## config.mk

```make
export PLATFORM = sky130hd
export DESIGN_NAME = wvi_front_flat
export DESIGN_NICKNAME = d
export VERILOG_FILES = /design/src/sv/wvi_pkg.sv /design/src/sv/wvi_req_if.sv /design/src/sv/wvi_front.sv /design/src/flat_wrapper.sv
export SDC_FILE = /design/constraint.sdc
export NUM_CORES = 1
export LEC_CHECK = 0
export BUFFER_PORTS_ARGS = -buffer_cell sky130_fd_sc_hd__buf_2
export CORE_AREA = 2 2 65 67
export CTS_BUF_LIST = sky130_fd_sc_hd__clkbuf_8
export CTS_CLUSTER_DIAMETER = 60
export DETAILED_ROUTE_END_ITERATION = 8
export DIE_AREA = 0 0 67 69
export GPL_TIMING_DRIVEN = 1
export PLACE_DENSITY_LB_ADDON = 0.08
export RECOVER_POWER = 100
export SLEW_MARGIN = 20
export SYNTH_ARGS = -nofsm -noshare
export SYNTH_HDL_FRONTEND = slang
export SYNTH_SLANG_ARGS = --single-unit
export TNS_END_PERCENT = 5
```

## constraint.sdc

```tcl
create_clock -name clock -period 3.9 [get_ports clock]
set_input_delay 0.195 -clock clock [delete_from_list [all_inputs] [get_ports clock]]
set_output_delay 0.195 -clock clock [all_outputs]
set_load 0.01 [all_outputs]
```

## src/sv/wvi_pkg.sv

```systemverilog
// ============================================================================
// wvi_pkg
// Shared widths, codes, types and helpers for the wavetable voice interpolator.
// ============================================================================
package wvi_pkg;

   // wave memory geometry (depth is a power of two)
   localparam int WAVE_DEPTH   = 256;
   localparam int WAVE_AW      = $clog2(WAVE_DEPTH);
   localparam int WAVE_INDEX_W = 8;
   localparam int IDX_EXT_W    = (WAVE_AW > WAVE_INDEX_W) ? WAVE_AW : WAVE_INDEX_W;

   // field widths
   localparam int WAVE_VALUE_W = 16;
   localparam int PHASE_W      = 16;
   localparam int STEP_W       = 17;
   localparam int MODE_W       = 3;
   localparam int GAIN_W       = 9;
   localparam int SAMPLE_W     = 17;
   localparam int NUM_GAINS    = 4;

   // datapath widths: interpolation terms stay well inside 24 bits
   localparam int CALC_W = 24;
   localparam int PROD_W = CALC_W + GAIN_W + 1;

   // configuration port
   localparam int CSR_INDEX_W = 3;
   localparam int CSR_DATA_W  = 17;

   localparam logic [CSR_INDEX_W-1:0] CSR_WAVE_MASK       = 3'd0;
   localparam logic [CSR_INDEX_W-1:0] CSR_PHASE_STEP      = 3'd1;
   localparam logic [CSR_INDEX_W-1:0] CSR_INTERP_MODE     = 3'd2;
   localparam logic [CSR_INDEX_W-1:0] CSR_GAIN_MAIN_LEFT  = 3'd3;
   localparam logic [CSR_INDEX_W-1:0] CSR_GAIN_MAIN_RIGHT = 3'd4;
   localparam logic [CSR_INDEX_W-1:0] CSR_GAIN_ECHO_LEFT  = 3'd5;
   localparam logic [CSR_INDEX_W-1:0] CSR_GAIN_ECHO_RIGHT = 3'd6;
   localparam logic [CSR_INDEX_W-1:0] CSR_WAVE_PRESENT    = 3'd7;

   // gain slots
   localparam int GAIN_MAIN_LEFT  = 0;
   localparam int GAIN_MAIN_RIGHT = 1;
   localparam int GAIN_ECHO_LEFT  = 2;
   localparam int GAIN_ECHO_RIGHT = 3;

   // interpolation modes
   localparam logic [MODE_W-1:0] MODE_NONE      = 3'd0;
   localparam logic [MODE_W-1:0] MODE_NEAREST   = 3'd1;
   localparam logic [MODE_W-1:0] MODE_LINEAR    = 3'd2;
   localparam logic [MODE_W-1:0] MODE_QUADRATIC = 3'd3;
   localparam logic [MODE_W-1:0] MODE_CUBIC     = 3'd4;

   // item kinds
   localparam logic KIND_WRITE = 1'b1;

   // reset values
   localparam logic [PHASE_W-1:0]       RST_WAVE_MASK  = 16'hFFFF;
   localparam logic signed [STEP_W-1:0] RST_PHASE_STEP = 17'sh00100;
   localparam logic [MODE_W-1:0]        RST_MODE       = MODE_CUBIC;

   // rounding constants of the cubic kernel
   localparam int ROUND_8 = 'h80;
   localparam int ROUND_9 = 'h100;

   typedef struct packed {
      logic [PHASE_W-1:0]                wave_mask;
      logic signed [STEP_W-1:0]          phase_step;
      logic [MODE_W-1:0]                 interp_mode;
      logic [NUM_GAINS-1:0][GAIN_W-1:0]  gain;
      logic                              wave_present;
   } cfg_type;

   // command passed from front to back
   typedef struct packed {
      logic                              is_write;
      logic [WAVE_AW-1:0]                addr;
      logic signed [WAVE_VALUE_W-1:0]    value;
      logic [PHASE_W-1:0]                phase;
   } cmd_type;

   // word index modulo the memory depth
   function automatic logic [WAVE_AW-1:0] wave_addr(input logic [WAVE_INDEX_W-1:0] idx);
      logic [IDX_EXT_W-1:0] ext;
      ext = IDX_EXT_W'(idx);
      return ext[WAVE_AW-1:0];
   endfunction

endpackage

```

## src/sv/wvi_req_if.sv

```systemverilog
// ============================================================================
// wvi_req_if
// Input channel: tick or wave-memory write items.
// ============================================================================
interface wvi_req_if;
   logic                                     valid;
   logic                                     ready;
   logic                                     kind;
   logic [wvi_pkg::WAVE_INDEX_W-1:0]         wave_index;
   logic signed [wvi_pkg::WAVE_VALUE_W-1:0]  wave_value;

   modport source(output valid, kind, wave_index, wave_value, input ready);
   modport sink(input valid, kind, wave_index, wave_value, output ready);
endinterface

```

## src/sv/wvi_front.sv

```systemverilog
// ============================================================================
// wvi_front
// Accepts items, keeps the phase accumulator and queues work for the back end.
// ============================================================================
module wvi_front (
   input  logic              clock,
   input  logic              reset,
   input  wvi_pkg::cfg_type  cfg,
   wvi_req_if.sink           req_ch,
   output logic              push_valid,
   input  logic              push_ready,
   output wvi_pkg::cmd_type  push_data
);

   logic [wvi_pkg::PHASE_W-1:0] phase_ff;
   logic [wvi_pkg::PHASE_W-1:0] phase_in;
   logic                        is_write;
   logic                        accept;

   assign is_write      = (req_ch.kind == wvi_pkg::KIND_WRITE);
   assign req_ch.ready  = push_ready;
   assign accept        = req_ch.valid && push_ready;

   // silent ticks (no wave) only move the phase
   assign push_valid = req_ch.valid && (is_write || cfg.wave_present);

   assign push_data.is_write = is_write;
   assign push_data.addr     = wvi_pkg::wave_addr(req_ch.wave_index);
   assign push_data.value    = req_ch.wave_value;
   assign push_data.phase    = phase_ff;

   always_comb begin
      phase_in = phase_ff;
      if (accept && !is_write) begin
         phase_in = (phase_ff + cfg.phase_step[wvi_pkg::PHASE_W-1:0]) & cfg.wave_mask;
      end
   end

   always_ff @(posedge clock) begin
      if (reset) begin
         phase_ff <= '0;
      end else begin
         phase_ff <= phase_in;
      end
   end

endmodule

```

## src/flat_wrapper.sv

```systemverilog
// flat-port wrapper written by rule: the top's interface ports become plain ports
module wvi_front_flat 
  (clock, reset, cfg, push_valid, push_ready, push_data, req_ch_valid, req_ch_kind, req_ch_wave_index, req_ch_wave_value, req_ch_ready);
  wvi_req_if req_ch_i ();
  input  logic clock;
  input  logic reset;
  input  wvi_pkg::cfg_type cfg;
  output logic push_valid;
  input  logic push_ready;
  output wvi_pkg::cmd_type push_data;
  input wire logic [$bits(req_ch_i.valid)-1:0] req_ch_valid;
  input wire logic [$bits(req_ch_i.kind)-1:0] req_ch_kind;
  input wire logic [$bits(req_ch_i.wave_index)-1:0] req_ch_wave_index;
  input wire logic [$bits(req_ch_i.wave_value)-1:0] req_ch_wave_value;
  output wire logic [$bits(req_ch_i.ready)-1:0] req_ch_ready;
  assign req_ch_i.valid = req_ch_valid;
  assign req_ch_i.kind = req_ch_kind;
  assign req_ch_i.wave_index = req_ch_wave_index;
  assign req_ch_i.wave_value = req_ch_wave_value;
  assign req_ch_ready = req_ch_i.ready;
  wvi_front u_core (.clock(clock), .reset(reset), .cfg(cfg), .req_ch(req_ch_i), .push_valid(push_valid), .push_ready(push_ready), .push_data(push_data));
endmodule
```

; After elaboration in Yosys (flattened, before gate mapping)
; Index checks and enable logic that the tools add are counted.
[op_classes]
add_sub_neg = 1
mul = 0
div = 0
n_lt_le_gt_ge = 0
n_eq_ne = 0
n_shift = 0
n_mux = 0
n_bitwise = 1
n_reduce_logical = 5
[ops]
columns = op, count
row1 = adder 16 bit, 1
row2 = AND 16 bit, 1
row3 = logical AND 1 bit, 3
row4 = zero test 1 bit, 1
row5 = logical OR 1 bit, 1
[totals]
register_bits = 16
latch_bits = 0
ram_bits = 0
mem_bits_ro = 0
input_bits = 102
out_inout_bits = 43
wordCells = 8
n_memories = 0

; Logic depth before layout (Yosys ltp)
[logic_depth]
word_depth = 2
depth_mapped = 8

; Worst setup path after synthesis
; Ideal clock, no wire load.
[synth_timing]
path_kind = flip-flop to flip-flop
start = register u_core.phase_ff[0] (netlist name)
end = register u_core.phase_ff[12] (netlist name)
t_arrival_ns = 2.083
required_ns = 3.838
slack_ns = 1.755
stages_incl_launch_ff = 9
path_buffers = 0
period_less_slack_ns = 2.145
cell_sequence = dfxtp_1 -> ha_1 -> inv_1 -> fa_1 -> and2b_1 -> o2111ai_2 -> a211o_1 -> a211o_1 -> nand3_1
[synth_via]
elab_chain_cells = 2
[synth_lines]
columns = item, line_no
row1 = start: declaration, wvi_front.sv:15  ; logic [wvi_pkg::PHASE_W-1:0] phase_ff;
row2 = start signal: assignment, wvi_front.sv:43  ; phase_ff <= phase_in;
row3 = adder 16 bit, wvi_front.sv:35  ; phase_in = (phase_ff + cfg.phase_step[wvi_pkg::PHASE_W-1:0]) & cfg.wave_mask;
row4 = AND 16 bit, wvi_front.sv:35
; Every way passes these cells.
; A chain may end at the register's enable or synchronous reset.

; Final worst setup path
[layout_timing]
start = register u_core.phase_ff[0] (netlist name)
end = register u_core.phase_ff[14] (netlist name)
; The elaborated chain is that of the path after synthesis.

==> run metrics <==
Seq cells post-synth=16; pre-CTS WS=1.61 ns; most area-hungry cell type in the Yosys netlist=dfxtp_1; power per cell area=roughly 230 nW/µm²; placed insts=272; Total Routing Usage GR=0.175; unrepaired setup endpoints after global routing=false; chip width=67 µm; leakage power=around 0.73 nW; first-pass GRT wire length=between 6 and 7 mm; Seq/Total Area, Yosys=0.208; final worst path period share=0.612; area grow syn2layout=9.36%; Layout Nets=345; Clk Latency, worst-skew pair=approximately 0.25 ns; post-synthesis mux area share=0; VDD IR-drop max=0.120 mV; post_cts resized=0; number of enable flip-flop cells after synthesis=0; hold_buf cts=0; average wire per standard cell=roughly 15 µm; Post-Synth XOR/XNOR Area=0.0285; synth unique cells=47; register with the most flip-flops=u_core.phase_ff; Post-Synth Simple-Gate Area=0.216; post-synthesis instance total=194; WP data arrival=~2.6 ns; Iter 0 DRT Violations=between 40 and 50; Final Hold Vio Count=0; max-slew violation count=0; reg2reg end=u_core.phase_ff[14]$_SDFFE_PP0P_; most frequent cells in the layout=buf_2 (36), nand2_1 (30), a21oi_1 (21), clkbuf_1 (20), dfxtp_1 (16); crit start category=register; status=finished clean; Async SR Flop Fraction=0; Peak Freq=roughly 420 MHz; most common cell after layout, fill and taps aside=buf_2; crit path time final=2.39 ns; worst hold endpoint=u_core.phase_ff[9]$_SDFFE_PP0P_; Reg-to-Reg Start=u_core.phase_ff[0]$_SDFFE_PP0P_; CORE AREA=approximately 3900 µm²; htree depth=1; number of clock sinks=16; initial antenna violation count=0; final setup margin=approximately 1.5 ns; Syn Nets=about 310; Layout Skew=between 0.003 and 0.004 ns; Detail Route Antenna Nets=0; Hold Crit Depth=2; vias per cell=~5.5; gr ovfl total=0; PortBufs=56; post-synth top area share=0.208; Routability Congestion=between 0.7 and 0.8; Crit. Startpoint=u_core.phase_ff[0]$_SDFFE_PP0P_; CTS tree=yes; number of max-cap violations=0; Post-Synth Adder-Cell Area=0.135; Register-to-Register Path Depth=8; Starting Density=0.393; Worst Path Required=around 4.1 ns; r2r setup slk=1.51 ns; DRT Pass-1 Iters=4; CP Capture Type=register; number of flip-flops in the largest register=16; HPWL after detailed placement=roughly 3.3 mm; Hold Path Origin=cfg[66]; CTS root buffer=clkbuf_8; # diodes=0; Post-CTS Setup Bufs=0; non-filler cells, final=275; crit path max fanout=6; synth top area cells=dfxtp_1 (21%), buf_4 (13%), ha_1 (12%), nand2_1 (7.3%), a21oi_1 (6.8%); Worst slew margin=0.545; drt drc=0; Synth Warn #=0; Post-Synthesis Cell Area=between 1500 and 2000 µm²; total wire length=approximately 4.1 mm; Clk pin slew, worst setup/hold paths=about 0.07 ns; hold_ws=0.178 ns; Power Total=about 400 µW; cts bufs inserted=3; Top Ports=between 100 and 150; biggest regs=u_core.phase_ff x16; via count=1519; Hold Path Class=input pin to register; Final setup violation count=0; fraction of layout instances using a drive strength above 1=0.218; vias in the first global route=~1400; Setup TNS=0 ns; DIE HEIGHT=69 µm; die area=between 4000 and 5000 µm²; CTS Buffer Depth=2; critical setup path kind=register to register; Rows=23; top_reg_cell synth=dfxtp_1; Synth Area in Compound Gates=0.270; Mean Syn Cell Area=7.93 µm²; largest net degree at the start of global routing=11; largest family of logic cells by synthesized area=compound AO/OA/AOI/OAI gates; Least-Margin Pin Slew=0.680 ns
-- worst max-delay path by stage --
stage | to | cells past startpoint
CTS | u_core.phase_ff[14]$_SDFFE_PP0P_ | 8
global placement | u_core.phase_ff[14]$_SDFFE_PP0P_ | 8
global route | u_core.phase_ff[14]$_SDFFE_PP0P_ | 8
detailed placement | u_core.phase_ff[14]$_SDFFE_PP0P_ | 8
finish | u_core.phase_ff[14]$_SDFFE_PP0P_ | 8
floorplan | u_core.phase_ff[12]$_SDFFE_PP0P_ | 8
-- layer usage --
layer	share of wire	GRT usage
met1	0.43	0.232
met5	0	0
met4	0.028	0.0680
met3	0.069	0.0196
met2	0.47	0.284
-- stage by stage --
stage / cell area (µm²) / utilization
3_5_place_dp: 1680 / 0.428
3_3_place_gp: 1680 / 0.428
6_report: 1680 / 0.430
5_1_grt: 1680 / 0.430
4_1_cts: 1720 / 0.439
2_1_floorplan: 1540 / -
-- synth_stat cells, types with 2 or more instances --
cell and instances:
o21ai_1 2, a21o_1 5, nand4_1 4, a31oi_1 2, xnor2_1 4, nand2_1 30, a21oi_2 2, nand4b_1 2
a211o_1 2, nor2_1 5, buf_4 26, and3_1 6, o21a_1 4, o31ai_1 4, nor3_1 2, nand3_1 8
a21oi_1 21, o21ai_0 3, o211ai_1 2, ha_1 15, dfxtp_1 16, inv_1 4
-- worst max-delay path: stages (launching register included) --
cell and delay [ns]:
dfxtp_1 0.36, ha_1 0.23, inv_1 0.07, fa_1 0.39
and2b_1 0.24, o2111ai_1 0.25, a211oi_1 0.46, nor4_1 0.09
o31ai_1 0.22
-- report_power, final --
group          switching, mW  total (mW)  internal [mW]
sequential           0.00283       0.170          0.167
clock                 0.0628       0.131         0.0687
combinational         0.0527      0.0934         0.0407
total                  0.118       0.395          0.276
-- area by class of cell --
type / count / area, µm²
inverter: 4 / 15.0
tap: 50 / 62.6
timing repair buffer: 56 / 255
multi-input combinational: 146 / 987
fill: 458 / 2230
clock buffer: 3 / 41.3
sequential: 16 / 320
-- cell families after synthesis --
kind of cell	after synthesis
simple gates	66
buf+inv	32
flops	16
compound gates	59
xor+xnor	5
fa+ha+maj	16
Note: power is estimated with default switching activity, not from simulation.
