<file path="config.mk">
export PLATFORM = sky130hd
export DESIGN_NAME = wvi_queue
export DESIGN_NICKNAME = d
export VERILOG_FILES = /design/src/sv/wvi_pkg.sv /design/src/sv/wvi_queue.sv
export SDC_FILE = /design/constraint.sdc
export NUM_CORES = 1
export LEC_CHECK = 0
export BUFFER_PORTS_ARGS = -buffer_cell sky130_fd_sc_hd__clkbuf_2
export CORE_ASPECT_RATIO = 0.8
export CORE_MARGIN = 2
export CORE_UTILIZATION = 58
export CTS_BUF_LIST = sky130_fd_sc_hd__clkbuf_4
export DETAILED_ROUTE_END_ITERATION = 7
export HOLD_SLACK_MARGIN = 0.15
export PLACE_DENSITY = 0.94
export SYNTH_ARGS = -nofsm -noshare
export SYNTH_HDL_FRONTEND = slang
export SYNTH_SLANG_ARGS = --single-unit
</file>
<file path="constraint.sdc">
create_clock -name clock -period 3.7 [get_ports clock]
set_clock_uncertainty 0.05 [all_clocks]
set_input_delay 0 -clock clock [delete_from_list [all_inputs] [get_ports clock]]
set_output_delay 0 -clock clock [all_outputs]
set_load 0.05 [all_outputs]
</file>
<file path="src/sv/wvi_pkg.sv">
// ============================================================================
// wvi_pkg
// Shared widths, codes, types and helpers for the wavetable voice interpolator.
// ============================================================================
package wvi_pkg;

   // wave memory geometry (depth is a power of two)
   localparam int WAVE_DEPTH   = 256;
   localparam int WAVE_AW      = $clog2(WAVE_DEPTH);
   localparam int WAVE_INDEX_W = 8;
   localparam int IDX_EXT_W    = (WAVE_AW > WAVE_INDEX_W) ? WAVE_AW : WAVE_INDEX_W;

   // field widths
   localparam int WAVE_VALUE_W = 16;
   localparam int PHASE_W      = 16;
   localparam int STEP_W       = 17;
   localparam int MODE_W       = 3;
   localparam int GAIN_W       = 9;
   localparam int SAMPLE_W     = 17;
   localparam int NUM_GAINS    = 4;

   // datapath widths: interpolation terms stay well inside 24 bits
   localparam int CALC_W = 24;
   localparam int PROD_W = CALC_W + GAIN_W + 1;

   // configuration port
   localparam int CSR_INDEX_W = 3;
   localparam int CSR_DATA_W  = 17;

   localparam logic [CSR_INDEX_W-1:0] CSR_WAVE_MASK       = 3'd0;
   localparam logic [CSR_INDEX_W-1:0] CSR_PHASE_STEP      = 3'd1;
   localparam logic [CSR_INDEX_W-1:0] CSR_INTERP_MODE     = 3'd2;
   localparam logic [CSR_INDEX_W-1:0] CSR_GAIN_MAIN_LEFT  = 3'd3;
   localparam logic [CSR_INDEX_W-1:0] CSR_GAIN_MAIN_RIGHT = 3'd4;
   localparam logic [CSR_INDEX_W-1:0] CSR_GAIN_ECHO_LEFT  = 3'd5;
   localparam logic [CSR_INDEX_W-1:0] CSR_GAIN_ECHO_RIGHT = 3'd6;
   localparam logic [CSR_INDEX_W-1:0] CSR_WAVE_PRESENT    = 3'd7;

   // gain slots
   localparam int GAIN_MAIN_LEFT  = 0;
   localparam int GAIN_MAIN_RIGHT = 1;
   localparam int GAIN_ECHO_LEFT  = 2;
   localparam int GAIN_ECHO_RIGHT = 3;

   // interpolation modes
   localparam logic [MODE_W-1:0] MODE_NONE      = 3'd0;
   localparam logic [MODE_W-1:0] MODE_NEAREST   = 3'd1;
   localparam logic [MODE_W-1:0] MODE_LINEAR    = 3'd2;
   localparam logic [MODE_W-1:0] MODE_QUADRATIC = 3'd3;
   localparam logic [MODE_W-1:0] MODE_CUBIC     = 3'd4;

   // item kinds
   localparam logic KIND_WRITE = 1'b1;

   // reset values
   localparam logic [PHASE_W-1:0]       RST_WAVE_MASK  = 16'hFFFF;
   localparam logic signed [STEP_W-1:0] RST_PHASE_STEP = 17'sh00100;
   localparam logic [MODE_W-1:0]        RST_MODE       = MODE_CUBIC;

   // rounding constants of the cubic kernel
   localparam int ROUND_8 = 'h80;
   localparam int ROUND_9 = 'h100;

   typedef struct packed {
      logic [PHASE_W-1:0]                wave_mask;
      logic signed [STEP_W-1:0]          phase_step;
      logic [MODE_W-1:0]                 interp_mode;
      logic [NUM_GAINS-1:0][GAIN_W-1:0]  gain;
      logic                              wave_present;
   } cfg_type;

   // command passed from front to back
   typedef struct packed {
      logic                              is_write;
      logic [WAVE_AW-1:0]                addr;
      logic signed [WAVE_VALUE_W-1:0]    value;
      logic [PHASE_W-1:0]                phase;
   } cmd_type;

   // word index modulo the memory depth
   function automatic logic [WAVE_AW-1:0] wave_addr(input logic [WAVE_INDEX_W-1:0] idx);
      logic [IDX_EXT_W-1:0] ext;
      ext = IDX_EXT_W'(idx);
      return ext[WAVE_AW-1:0];
   endfunction

endpackage

</file>
<file path="src/sv/wvi_queue.sv">
// ============================================================================
// wvi_queue
// Two-entry command queue between the front and back ends.
// ============================================================================
module wvi_queue (
   input  logic              clock,
   input  logic              reset,
   input  logic              push_valid,
   output logic              push_ready,
   input  wvi_pkg::cmd_type  push_data,
   output logic              pop_valid,
   input  logic              pop_ready,
   output wvi_pkg::cmd_type  pop_data
);

   localparam int QDEPTH = 2;
   localparam int PTR_W  = $clog2(QDEPTH);
   localparam int CNT_W  = $clog2(QDEPTH + 1);

   wvi_pkg::cmd_type  entry_ff [QDEPTH];
   logic [PTR_W-1:0]  wr_ptr_ff, wr_ptr_in;
   logic [PTR_W-1:0]  rd_ptr_ff, rd_ptr_in;
   logic [CNT_W-1:0]  count_ff, count_in;
   logic              do_push, do_pop;

   assign push_ready = (count_ff != CNT_W'(QDEPTH));
   assign pop_valid  = (count_ff != '0);
   assign pop_data   = entry_ff[rd_ptr_ff];
   assign do_push    = push_valid && push_ready;
   assign do_pop     = pop_valid && pop_ready;

   always_comb begin
      wr_ptr_in = wr_ptr_ff;
      rd_ptr_in = rd_ptr_ff;
      count_in  = count_ff;
      if (do_push) begin
         wr_ptr_in = wr_ptr_ff + 1'b1;
      end
      if (do_pop) begin
         rd_ptr_in = rd_ptr_ff + 1'b1;
      end
      if (do_push && !do_pop) begin
         count_in = count_ff + 1'b1;
      end else if (!do_push && do_pop) begin
         count_in = count_ff - 1'b1;
      end
   end

   always_ff @(posedge clock) begin
      if (reset) begin
         wr_ptr_ff <= '0;
         rd_ptr_ff <= '0;
         count_ff  <= '0;
      end else begin
         wr_ptr_ff <= wr_ptr_in;
         rd_ptr_ff <= rd_ptr_in;
         count_ff  <= count_in;
      end
   end

   always_ff @(posedge clock) begin
      if (do_push) begin
         entry_ff[wr_ptr_ff] <= push_data;
      end
   end

endmodule

</file>
Yosys cells after proc, flatten, opt, wreduce, memory -nomap -nowiden
Memory sizes are Yosys's and may differ from the RTL's. A register that Yosys moved wholly into a read port is not among the register bits.
Cells that the tools add are included.
{"block": "word_totals", "mem_count": 1, "mem_bits_ro": 0, "in_bits": 45, "ram_bits": 82, "regBits": 4, "word_cells": 23, "out_inout_bits": 43, "latchBits": 0}
{"memory": "entry_ff", "words": 2, "width": 41, "read_ports": 1, "rd_ports_with_merged_regs": 1, "write_ports": 1, "line_no": "wvi_queue.sv:20", "rtl": "wvi_pkg::cmd_type entry_ff [QDEPTH];"}
{"block": "classes", "n_lt_le_gt_ge": 0, "eq_ne": 1, "n_bitwise": 0, "mul": 0, "reduce_logical": 8, "div": 0, "shift": 0, "add_sub_neg": 4, "n_mux": 6}
{"op": "$logic_and A1 B1 Y1", "count": 4}
{"op": "$mux W1", "count": 4}
{"op": "$mux W2", "count": 2}
{"op": "$reduce_bool A2 Y1", "count": 2}
{"op": "$add A1 B1 Y1 const B", "count": 2}
{"op": "$add A2 B1 Y2 const B", "count": 1}
{"op": "$logic_not A1 Y1", "count": 2}
{"op": "$ne A2 B2 Y1 const B", "count": 1}
{"op": "$sub A2 B1 Y2 const B", "count": 1}

Longest topological paths before layout
Gate-level depths: netlist of run 1.
{"block": "depth", "depth_word": 6, "ltp_mapped": 6, "depth_no_buf": 6}

Worst setup path after synthesis of run 1
No wires, ideal clock.
{"block": "synth_timing", "kind": "register to register", "start": "register count_ff[0]", "end": "memory entry_ff[1][0] (netlist bit), enable pin", "path_slack_ps": 1231, "path_stages_with_launch": 3, "path_buffers": 0, "period_less_slack_ps": 2469, "required_ps": 3247, "arrival_ps": 2016, "setup_ps": 403, "cell_sequence": "dfxtp_1 -> nand2b_1 -> and3_1"}
{"block": "synth_via", "elab_chain_cells": 4}
{"element": "start, declared", "line_no": "wvi_queue.sv:23", "rtl": "logic [CNT_W-1:0] count_ff, count_in;"}
{"element": "start signal, assigned", "line_no": "wvi_queue.sv:57", "rtl": "count_ff <= count_in;"}
{"element": "$ne A2 B2 Y1", "line_no": "wvi_queue.sv:26", "rtl": "assign push_ready = (count_ff != CNT_W'(QDEPTH));"}
{"element": "net push_ready", "line_no": "wvi_queue.sv:9", "rtl": "output logic push_ready,"}
{"element": "$logic_and A1 B1 Y1", "line_no": "wvi_queue.sv:29", "rtl": "assign do_push = push_valid && push_ready;"}
{"element": "$mux W1", "line_no": "wvi_queue.sv:62", "rtl": "if (do_push) begin"}
{"element": "$mux W1 (implied by the code)", "line_no": "wvi_queue.sv:63", "rtl": "entry_ff[wr_ptr_ff] <= push_data;"}
{"element": "end, declared", "line_no": "wvi_queue.sv:20"}
The timed path passes the listed nets, and every way through them passes these cells.

==> results.md, run 1 <==
## Clocking
• **Clk pin slew, worst setup/hold paths** 0.12 ns
• **Clock Tree Buf Depth** 2
• **H-tree Lvls** 3
• **clock latency on the worst-skew pair** 0.41 ns
• **total CTS buffers** 9
• **sinks on the clock net** 87
• **cell at the root of the clock tree** sky130_fd_sc_hd__clkbuf_4
• **setup repair bufs after CTS** 0
• **number of resized instances in the post-cts repair step** 0
• **TritonCTS clock tree** done

## Layout
• **number of antenna repair diodes** 0
• **post-route core utilization** 79.3%
• **final cell count without fillers** 361
• **post-route design area** 4260 µm²
• **share of cells above drive strength 1** 49.0%
• **Layout Nets** 337
• **Layout area overhead** 34.3%

## Global routing
• **met2 GRT Util** 39.1%
• **number of antenna violations at the first check in global routing** 0
• **met3 track utilization from global routing** 7.45%
• **total track usage** 21.6%
• **largest net degree at the start of global routing** 42
• **global-route wire length before repair** 9270 µm
• **total gr overflow** 0
• **Global Route met1 Usage** 22.3%
• **GRT busiest layer** met2
• **via count of the first global-routing pass** 1939

## Setup path
• **worst reg2reg endpoint** entry_ff[0][25]
• **Setup crit start kind** register
• **Setup crit end** pop_data[35]
• **slack of the worst reg-to-reg path** 1.70 ns
• **Crit Path Max Fanout** 41
• **crit path DAT** 2.08 ns
• **number of cells on the worst reg-to-reg path** 4
• **Setup crit end kind** primary output
• **R2R Path Start** count_ff[0]
• **data required time of the worst path** 3.65 ns
• **start-to-end type of the worst setup path** register to primary output

## STA
• **setup repair after global routing missed its margin** false
• **hold slack final** 0.261 ns
• **Tightest Pin Transition** 0.972 ns
• **Max-Slew Margin vs Limit** 35.2%
• **count of endpoints failing setup in the final report** 0
• **time the worst path needs with I/O delays and setup** 2.13 ns
• **Final Max Slew Viols** 0
• **final cycle utilization of the critical path** 57.7%
• **highest attainable clock frequency** 468 MHz
• **Setup Total Neg Slack** 0 ns
• **final count of hold timing violations** 0

## Route
• **vias per std cell** 5.11
• **Iter 0 DRT Violations** 101
• **detailed-route DRC error count** 0
• **Pre-Repair DR Iteration Count** 4
• **count of antenna-violating nets left after detailed routing** 0
• **detail-routed net length per standard cell** 17.1 µm
• **routed wire length** 6170 µm
• **via count** 1844

## Synthesis
• **dominant cell type by area after synthesis** sky130_fd_sc_hd__edfxtp_1
• **synthesized instance count** 152
• **fraction of the yosys area taken by sequential cells** 80.8%
• **number of unique standard cell types used by synthesis** 18
• **average footprint of a synthesized cell** 20.9 µm²
• **fraction of post-synthesis cell area in the top cell type by area** 77.6%
• **flip-flop and latch count after synthesis** 87
• **Syn Std Cell Area** 3170 µm²
• **synth warn** 0
• **Post-Synthesis Net Count** 198
• **top post-synthesis cells by area** sky130_fd_sc_hd__edfxtp_1, sky130_fd_sc_hd__mux2_2, sky130_fd_sc_hd__dfxtp_1

## Worst hold path
• **type of the tightest min-delay check** primary input to register

## Pwr
• **power per cell area** 686 nW/µm²
• **Lkg Pwr** 1.64 nW
• **worst ir drop on vdd** 0.366 mV

## Die
• **overall die height** 70.1 µm
• **die width** 86.7 µm
• **standard-cell row count** 24
• **Die ar.** 6080 µm²
• **Ports** 88
• **core box area** 5380 µm²
• **starting density of the core** 59.0%

## Placement
• **placer's final routability congestion estimate** 0.731
• **placed insts** 300
• **Buffers on Ports** 87
• **instance area after placement** 3670 µm²

## Run
• **MaxCap Viol Count** 0

## Status
• **run status** complete, no violations

[cell usage after synthesis, drive strengths merged]
cell type / instances
and3: 1
a21oi: 2
dfxtp: 5
o21ai: 2
xor2: 3
nand3b: 1
buf: 5
or3: 1
nand2b: 1
a21bo: 1
or2: 1
and2: 1
mux2: 41
inv: 1
edfxtp: 82
nor2: 3
ha: 1
[cells by family (layout without fill, tap and decap cells)]
group | count (synthesis) | in the layout | synth area share [%]
xor+xnor | 3 | 3 | 0.829
buf+inv | 6 | 150 | 0.907
compound gates | 5 | 5 | 0.947
simple gates | 9 | 9 | 1.58
fa+ha+maj | 1 | 1 | 0.394
mux | 41 | 41 | 14.6
flops | 87 | 87 | 80.8
[per-stage QoR]
stage	total power [mW]	setup slack, ns
after detailed placement	2.40	1.68
after CTS	2.94	1.52
final	2.92	1.57
after global placement	2.37	1.75
after global routing	3.05	1.43
after floorplan	2.17	1.23
[sequential cells by signal, summed over array words and instances, names as in the netlist, named ones only]
signal / cells
count_ff: 2
entry_ff: 82
rd_ptr_ff: 1
wr_ptr_ff: 1
[worst min-delay path by stage]
| stage | startpoint | end | cells after the start |
|---|---|---|---|
| CTS | push_data[14] | entry_ff[1][14] | 2 |
| global placement | push_data[0] | entry_ff[0][0] | 1 |
| finish | push_data[38] | entry_ff[0][38] | 2 |
| global route | push_data[6] | entry_ff[0][6] | 2 |
| floorplan | reset | count_ff[1] | 1 |
| detailed placement | push_data[23] | entry_ff[0][23] | 1 |
[area by class of cell]
class                      instances  area [µm²]
clock buffer                      10        75.1
fill                             292        1110
timing repair buffer             133         893
tap                               65        81.3
inverter                           1        3.75
sequential                        87        2560
clock inverter                     6        61.3
multi-input combinational         59         582
[timing repair]
| item | CTS | global route |
|---|---|---|
| hold buffers | 45 | 0 |
| endpoints found under the setup margin | 0 | 0 |
| endpoints found under the hold margin | 87 | 0 |
[placed cells by master, fill, tap and decap left out, drive strengths merged]
cell,n
buf,1
xor2,3
ha,1
a21oi,2
clkinvlp,3
nor2,3
nand2b,1
clkinv,3
nand3b,1
dfxtp,5
and3,1
edfxtp,82
or3,1
clkbuf,97
dlygate4sd3,45
bufinv,1
or2,1
mux2,41
and2,1
a21bo,1
o21ai,2
[worst max-delay path, cell delays in order (launching register included)]
cell,delay (ns)
sky130_fd_sc_hd__dfxtp_2,0.99
sky130_fd_sc_hd__mux2_2,0.44
sky130_fd_sc_hd__clkbuf_2,0.24
[where the power goes]
part	switching, mW	leakage, nW	internal, mW
Sequential	0.0986	0.807	1.23
Clock	0.289	0.0661	0.210
Combinational	0.767	0.762	0.328
Total	1.15	1.64	1.77
[per-layer routing]
metal  vias up  wire length, µm
li1        871                -
met4         0              138
met1       882             2370
met5         -                0
met3        16              394
met2        75             3270
Note: power is estimated with default switching activity, not from simulation.
==> inputs of run 2 (changes only) <==
Settings changed: CORE_UTILIZATION 58 to 54, PLACE_DENSITY 0.94 to 0.89.
Clock period 3.7 ns to 2.24 ns, I/O delays scaled along.
==> run 2 against run 1 <==
Utilization shrank 0.93 points. Non-clock buffer count grew 2. Worst setup slack lost 1.4 ns. Global-route usage shrank 2.0 points. Routed wire length shrank 4.0%. Register-to-register slack lost 1.5 ns. Critical endpoint is now count_ff[0].
==> results.md, run 2 (synthesis gave the netlist of run 1 again) <==
## Status
• **run status** complete, no violations

## STA
• **time the worst path needs with I/O delays and setup** 2.06 ns
• **Max-Slew Margin vs Limit** 64.6%, +29 points
• **post-layout worst setup margin** 0.183 ns, -1.38 ns
• **final cycle utilization of the critical path** 91.8%
• **Setup Total Neg Slack** 0 ns, unchanged
• **setup repair after global routing missed its margin** false
• **highest attainable clock frequency** 486 MHz
• **Tightest Pin Transition** 0.530 ns, -0.442 ns
• **count of endpoints failing setup in the final report** 0, unchanged
• **Final Max Slew Viols** 0, unchanged
• **final count of hold timing violations** 0, unchanged

## Route
• **vias per std cell** 4.90, -4.1%
• **via count** 1841, -0.16%
• **routed wire length** 5930 µm, -4.0%
• **Pre-Repair DR Iteration Count** 6, +2
• **count of antenna-violating nets left after detailed routing** 0, unchanged
• **Iter 0 DRT Violations** 113, +12%
• **detail-routed net length per standard cell** 15.8 µm, -7.8%
• **detailed-route DRC error count** 0, unchanged

## Layout
• **number of filler cells placed in the layout** 309, +5.8%
• **share of cells above drive strength 1** 49.3%, +0.34 points
• **top flop regs** entry_ff: 82 flops, count_ff: 2 flops
• **Layout Nets** 339, +0.59%
• **number of antenna repair diodes** 0, unchanged
• **Layout area overhead** 37.2%
• **leading cell type in the layout, fill and taps excluded** sky130_fd_sc_hd__clkbuf_2
• **most frequent cells in the layout** sky130_fd_sc_hd__clkbuf_2, sky130_fd_sc_hd__edfxtp_1, sky130_fd_sc_hd__dlygate4sd3_1
• **sequential cell area in the final layout** 2560 µm², unchanged
• **Largest Register** entry_ff
• **multi-input combinational cell area** 582 µm², unchanged
• **flip-flop count of the largest register after layout** 82, unchanged

## Setup path
• **number of cells on the worst reg-to-reg path** 6, +2
• **Setup crit start kind** register
• **R2R Path Start** count_ff[0]
• **Setup crit end kind** register
• **worst reg2reg endpoint** count_ff[0]
• **start-to-end type of the worst setup path** register to register
• **data required time of the worst path** 2.51 ns, -1.14 ns
• **Crit Path Max Fanout** 5, -88%
• **slack of the worst reg-to-reg path** 0.18 ns, -1.52 ns
• **crit path DAT** 2.33 ns, +0.25 ns

## Die
• **standard-cell row count** 24, unchanged
• **Die ar.** 6510 µm², +7.0%
• **core box area** 5560 µm², +3.4%
• **overall die height** 72.6 µm, +3.4%
• **starting density of the core** 57.1%, -1.9 points
• **Ports** 88, unchanged
• **die width** 89.7 µm, +3.5%

## Placement
• **placer's final routability congestion estimate** 0.706, -3.4%
• **Buffers on Ports** 87, unchanged
• **worst slack after detailed placement** 0.544 ns, -1.14 ns
• **Post-DP HPWL** 3640 µm

## Clocking
• **TritonCTS clock tree** done
• **H-tree Lvls** 3, unchanged
• **total CTS buffers** 9, unchanged
• **quantity of hold-fixing buffers added after cts** 45, unchanged
• **setup repair bufs after CTS** 0, unchanged
• **number of resized instances in the post-cts repair step** 0, unchanged
• **clock latency on the worst-skew pair** 0.41 ns, about the same
• **sinks on the clock net** 87, unchanged
• **Clock Tree Buf Depth** 2, unchanged
• **Clk pin slew, worst setup/hold paths** 0.13 ns, about the same
• **cell at the root of the clock tree** sky130_fd_sc_hd__clkbuf_4

## Global routing
• **total gr overflow** 0, unchanged
• **number of antenna violations at the first check in global routing** 0, unchanged
• **total track usage** 19.6%, -2.0 points
• **global-route wire length before repair** 9050 µm, -2.4%
• **via count of the first global-routing pass** 1955, +0.83%
• **largest net degree at the start of global routing** 33, -21%

## Pwr
• **Lkg Pwr** 1.67 nW, +1.8%
• **power per cell area** 1150 nW/µm², +67%
• **internal power contribution** 3.07 mW, +73%
• **fraction of power consumed by the clock network** 18.6%, +1.5 points
• **combinational power share** 38.4%, +1.0 points
• **switching share of power** 38.6%, -0.92 points
• **Flop pwr share** 43.0%, -2.5 points
• **NetSw** 1.92 mW, +67%
• **worst ir drop on vdd** 0.970 mV, +160%

## Worst hold path
• **worst hold path cell count** 2, unchanged
• **startpoint of the most critical hold path** push_data[10]
• **Worst Hold Endpoint** entry_ff[0][10]
• **type of the tightest min-delay check** primary input to register

## Run
• **MaxCap Viol Count** 0, unchanged

[run 2: changes by cell type in the layout (fill, tap and decap cells not counted), sizes merged]
cell,delta
buf,+2
bufinv,+1
clkbuf,-1
[run 2: power groups by stage]
stage | Sequential (mW) | Clock (mW) | Combinational (mW)
after floorplan | 2.11 | 0 | 1.48
after global placement | 2.17 | 0 | 1.81
after detailed placement | 2.19 | 0 | 1.83
after CTS | 2.15 | 0.945 | 1.92
after global routing | 2.17 | 1.01 | 2.01
final | 2.15 | 0.927 | 1.92
[run 2: metal layers]
layer | vias to the layer above | part of all wire, % | track usage (%)
met3 | 5 | 7.1 | 8.19
li1 | 875 | - | -
met5 | - | 0 | 0
met2 | 81 | 52 | 34.0
met4 | 0 | 0.57 | 5.47
met1 | 880 | 40 | 22.3
[run 2: how the worst max path moves through the flow]
stage | slack [ns] | to | depth (start not counted) | from
finish | 0.18 | count_ff[0] | 6 | count_ff[0]
floorplan | 0.14 | entry_ff[0][0] | 3 | count_ff[0]
detailed placement | 0.54 | count_ff[1] | 5 | count_ff[0]
global placement | 0.64 | count_ff[1] | 5 | count_ff[0]
global route | 0.10 | pop_data[31] | 3 | register
CTS | 0.21 | pop_data[36] | 3 | register
[run 2: critical path, stage by stage, from the launching register on]
cell	delay [ns]
sky130_fd_sc_hd__dfxtp_1	0.37
sky130_fd_sc_hd__nand2b_1	0.22
sky130_fd_sc_hd__and2_1	0.20
sky130_fd_sc_hd__ha_1	0.33
sky130_fd_sc_hd__xor2_1	0.18
sky130_fd_sc_hd__nor2_1	0.05
sky130_fd_sc_hd__dlygate4sd3_1	0.55
[run 2: area by class of cell]
class | count | share of cell area, %
clock buffer | 9 | 1.55
inverter | 1 | 0.173
tap | 78 | 2.24
timing repair buffer | 135 | 21.7
multi-input combinational | 59 | 13.4
clock inverter | 7 | 2.01
sequential | 87 | 58.9
[run 2: metrics by stage]
step           cells  utilization [%]  power [mW]  hold slack [ns]  area (µm²)
3_5_place_dp     315             67.4        4.02            0.142        3750
2_1_floorplan    152                -        3.59           0.0191        3180
5_1_grt          376             78.3        5.19            0.215        4350
6_report         376             78.3        4.99            0.259        4350
3_3_place_gp     315             67.4        3.98            0.138        3750
4_1_cts          376             78.3        5.01            0.225        4350
==> inputs of run 3 (changes only) <==
Settings changed: CORE_MARGIN 2 to not set.
==> run 3 against run 2 <==
Utilization shrank 0.50 points. Critical endpoint is now pop_data[25]. First-iteration DRC count increased by 3.5%. Non-clock buffer count rose by 3. Power is 3.6% lower. Worst setup slack gained 0.18 ns. Register-to-register slack improved by 0.32 ns. Design area decreased by 0.63%. Cell count is 0.80% higher. Critical path depth shrank 3.
==> results.md, run 3 (synthesis gave the netlist of run 1 again) <==
## STA
• **setup repair after global routing missed its margin** false
• **hold slack final** 0.243 ns, -0.0164 ns
• **Final Max Slew Viols** 0, unchanged
• **count of endpoints failing setup in the final report** 0, unchanged
• **final count of hold timing violations** 0, unchanged
• **highest attainable clock frequency** 533 MHz, +9.6%
• **post-layout worst setup margin** 0.363 ns, +0.180 ns
• **final cycle utilization of the critical path** 83.8%, -8.0 points
• **Max-Slew Margin vs Limit** 75.0%, +10 points
• **Setup Total Neg Slack** 0 ns, unchanged
• **time the worst path needs with I/O delays and setup** 1.88 ns, -0.180 ns
• **Tightest Pin Transition** 0.374 ns, -0.156 ns

## Global routing
• **total gr overflow** 0, unchanged
• **via count of the first global-routing pass** 2008, +2.7%
• **largest net degree at the start of global routing** 23, -30%
• **number of antenna violations at the first check in global routing** 0, unchanged
• **global-route wire length before repair** 9480 µm, +4.7%
• **total track usage** 22.0%, +2.4 points

## Setup path
• **critical path's top delay family** flip-flops
• **library cell contributing the largest single delay on the critical path** sky130_fd_sc_hd__dfxtp_2
• **slowest stage delay, CP** 0.53 ns, -0.02 ns
• **start-to-end type of the worst setup path** register to primary output
• **Setup crit end kind** primary output
• **Crit Path Max Fanout** 12, +7
• **critical path, cell by cell** buf_4, mux2_2, clkbuf_2
• **data required time of the worst path** 2.19 ns, -0.32 ns
• **buffers plus inverters on the worst setup path** 2, +1
• **R2R Path Start** count_ff[0]
• **crit path DAT** 1.83 ns, -0.50 ns
• **Setup crit start kind** register

## Layout
• **leading cell type in the layout, fill and taps excluded** sky130_fd_sc_hd__clkbuf_2
• **Layout Nets** 342, +0.88%
• **post-route core utilization** 77.8%, -0.50 points
• **most frequent cells in the layout** sky130_fd_sc_hd__clkbuf_2, sky130_fd_sc_hd__edfxtp_1, sky130_fd_sc_hd__dlygate4sd3_1
• **Layout area overhead** 36.3%
• **Largest Register** entry_ff
• **post-route design area** 4320 µm², -0.63%
• **number of antenna repair diodes** 0, unchanged
• **flip-flop count of the largest register after layout** 82, unchanged
• **share of cells above drive strength 1** 50.2%, +0.84 points
• **top flop regs** entry_ff: 82 flops, count_ff: 2 flops

## Clocking
• **total CTS buffers** 9, unchanged
• **Clk pin slew, worst setup/hold paths** 0.13 ns, about the same
• **clock latency on the worst-skew pair** 0.42 ns, about the same
• **Clock Tree Buf Depth** 2, unchanged
• **sinks on the clock net** 87, unchanged
• **TritonCTS clock tree** done
• **number of resized instances in the post-cts repair step** 0, unchanged
• **cell at the root of the clock tree** sky130_fd_sc_hd__clkbuf_4
• **H-tree Lvls** 3, unchanged

## Placement
• **worst slack after detailed placement** 0.511 ns, -0.0333 ns
• **Post-DP HPWL** 3630 µm, -0.15%
• **placer's final routability congestion estimate** 0.713, +1.0%
• **instance area after placement** 3760 µm², +0.27%
• **Buffers on Ports** 87, unchanged

## Route
• **Iter 0 DRT Violations** 117, +3.5%
• **routed wire length** 6100 µm, +2.9%
• **count of antenna-violating nets left after detailed routing** 0, unchanged
• **detail-routed net length per standard cell** 16.1 µm, +2.1%
• **vias per std cell** 5.01, +2.2%
• **Pre-Repair DR Iteration Count** 4, -2
• **via count** 1897, +3.0%
• **detailed-route DRC error count** 0, unchanged

## Die
• **overall die height** 70.6 µm, -2.8%
• **starting density of the core** 57.1%, unchanged
• **standard-cell row count** 24, unchanged
• **Ports** 88, unchanged
• **die width** 87.7 µm, -2.2%
• **core box area** 5560 µm², unchanged
• **Die ar.** 6190 µm², -4.9%

## Pwr
• **worst ir drop on vdd** 0.899 mV, -7.4%
• **Lkg Pwr** 1.66 nW, -0.28%
• **power per cell area** 1110 nW/µm², -3.0%

## Worst hold path
• **startpoint of the most critical hold path** push_data[8]
• **type of the tightest min-delay check** primary input to register

## Status
• **run status** complete, no violations

## Run
• **MaxCap Viol Count** 0, unchanged

-- run 3: changes by cell type in the layout (fill, tap and decap cells not counted), sizes merged --
cell / delta
clkinv: +2
bufinv: -2
buf: +3
-- run 3: through the flow --
| step | cells | power [mW] |
|---|---|---|
| 2_1_floorplan | 152 | 3.59 |
| 3_3_place_gp | 318 | 3.99 |
| 3_5_place_dp | 318 | 4.03 |
| 4_1_cts | 379 | 4.83 |
| 5_1_grt | 379 | 5.03 |
| 6_report | 379 | 4.81 |
-- run 3: final cells by class --
| cell class | instances | area, µm² |
|---|---|---|
| timing repair buffer | 138 | 956 |
| fill | 329 | 1230 |
| sequential | 87 | 2560 |
| clock buffer | 9 | 67.6 |
| clock inverter | 7 | 50.0 |
| inverter | 1 | 7.51 |
| tap | 78 | 97.6 |
| multi-input combinational | 59 | 582 |
-- run 3: report_power, final --
part	leakage (nW)	internal [mW]	total [mW]	switching, mW
sequential	0.807	2.03	2.12	0.0926
combinational	0.793	0.595	1.95	1.35
clock	0.0595	0.227	0.739	0.512
total	1.66	2.85	4.81	1.96
-- run 3: repair_timing --
item,4_1_cts,5_1_grt
endpoints found under the hold margin,87,0
hold buffers,45,0
buffers inserted,0,0
-- run 3: per-layer routing --
| metal | vias up | global-route usage, % | share of wire (%) |
|---|---|---|---|
| met5 | - | 0 | 0 |
| met2 | 84 | 38.5 | 53 |
| li1 | 884 | - | - |
| met3 | 6 | 9.80 | 7.4 |
| met4 | 0 | 7.10 | 0.69 |
| met1 | 923 | 24.0 | 39 |
-- run 3: worst paths after layout --
kind | cells past startpoint | slack [ns] | end
setup / recovery | 3 | 0.36 | pop_data[25]
hold / removal | 2 | 0.24 | entry_ff[1][8]
setup reg to reg | 4 | 0.50 | entry_ff[0][22]
hold reg to reg | 2 | 0.48 | count_ff[1]
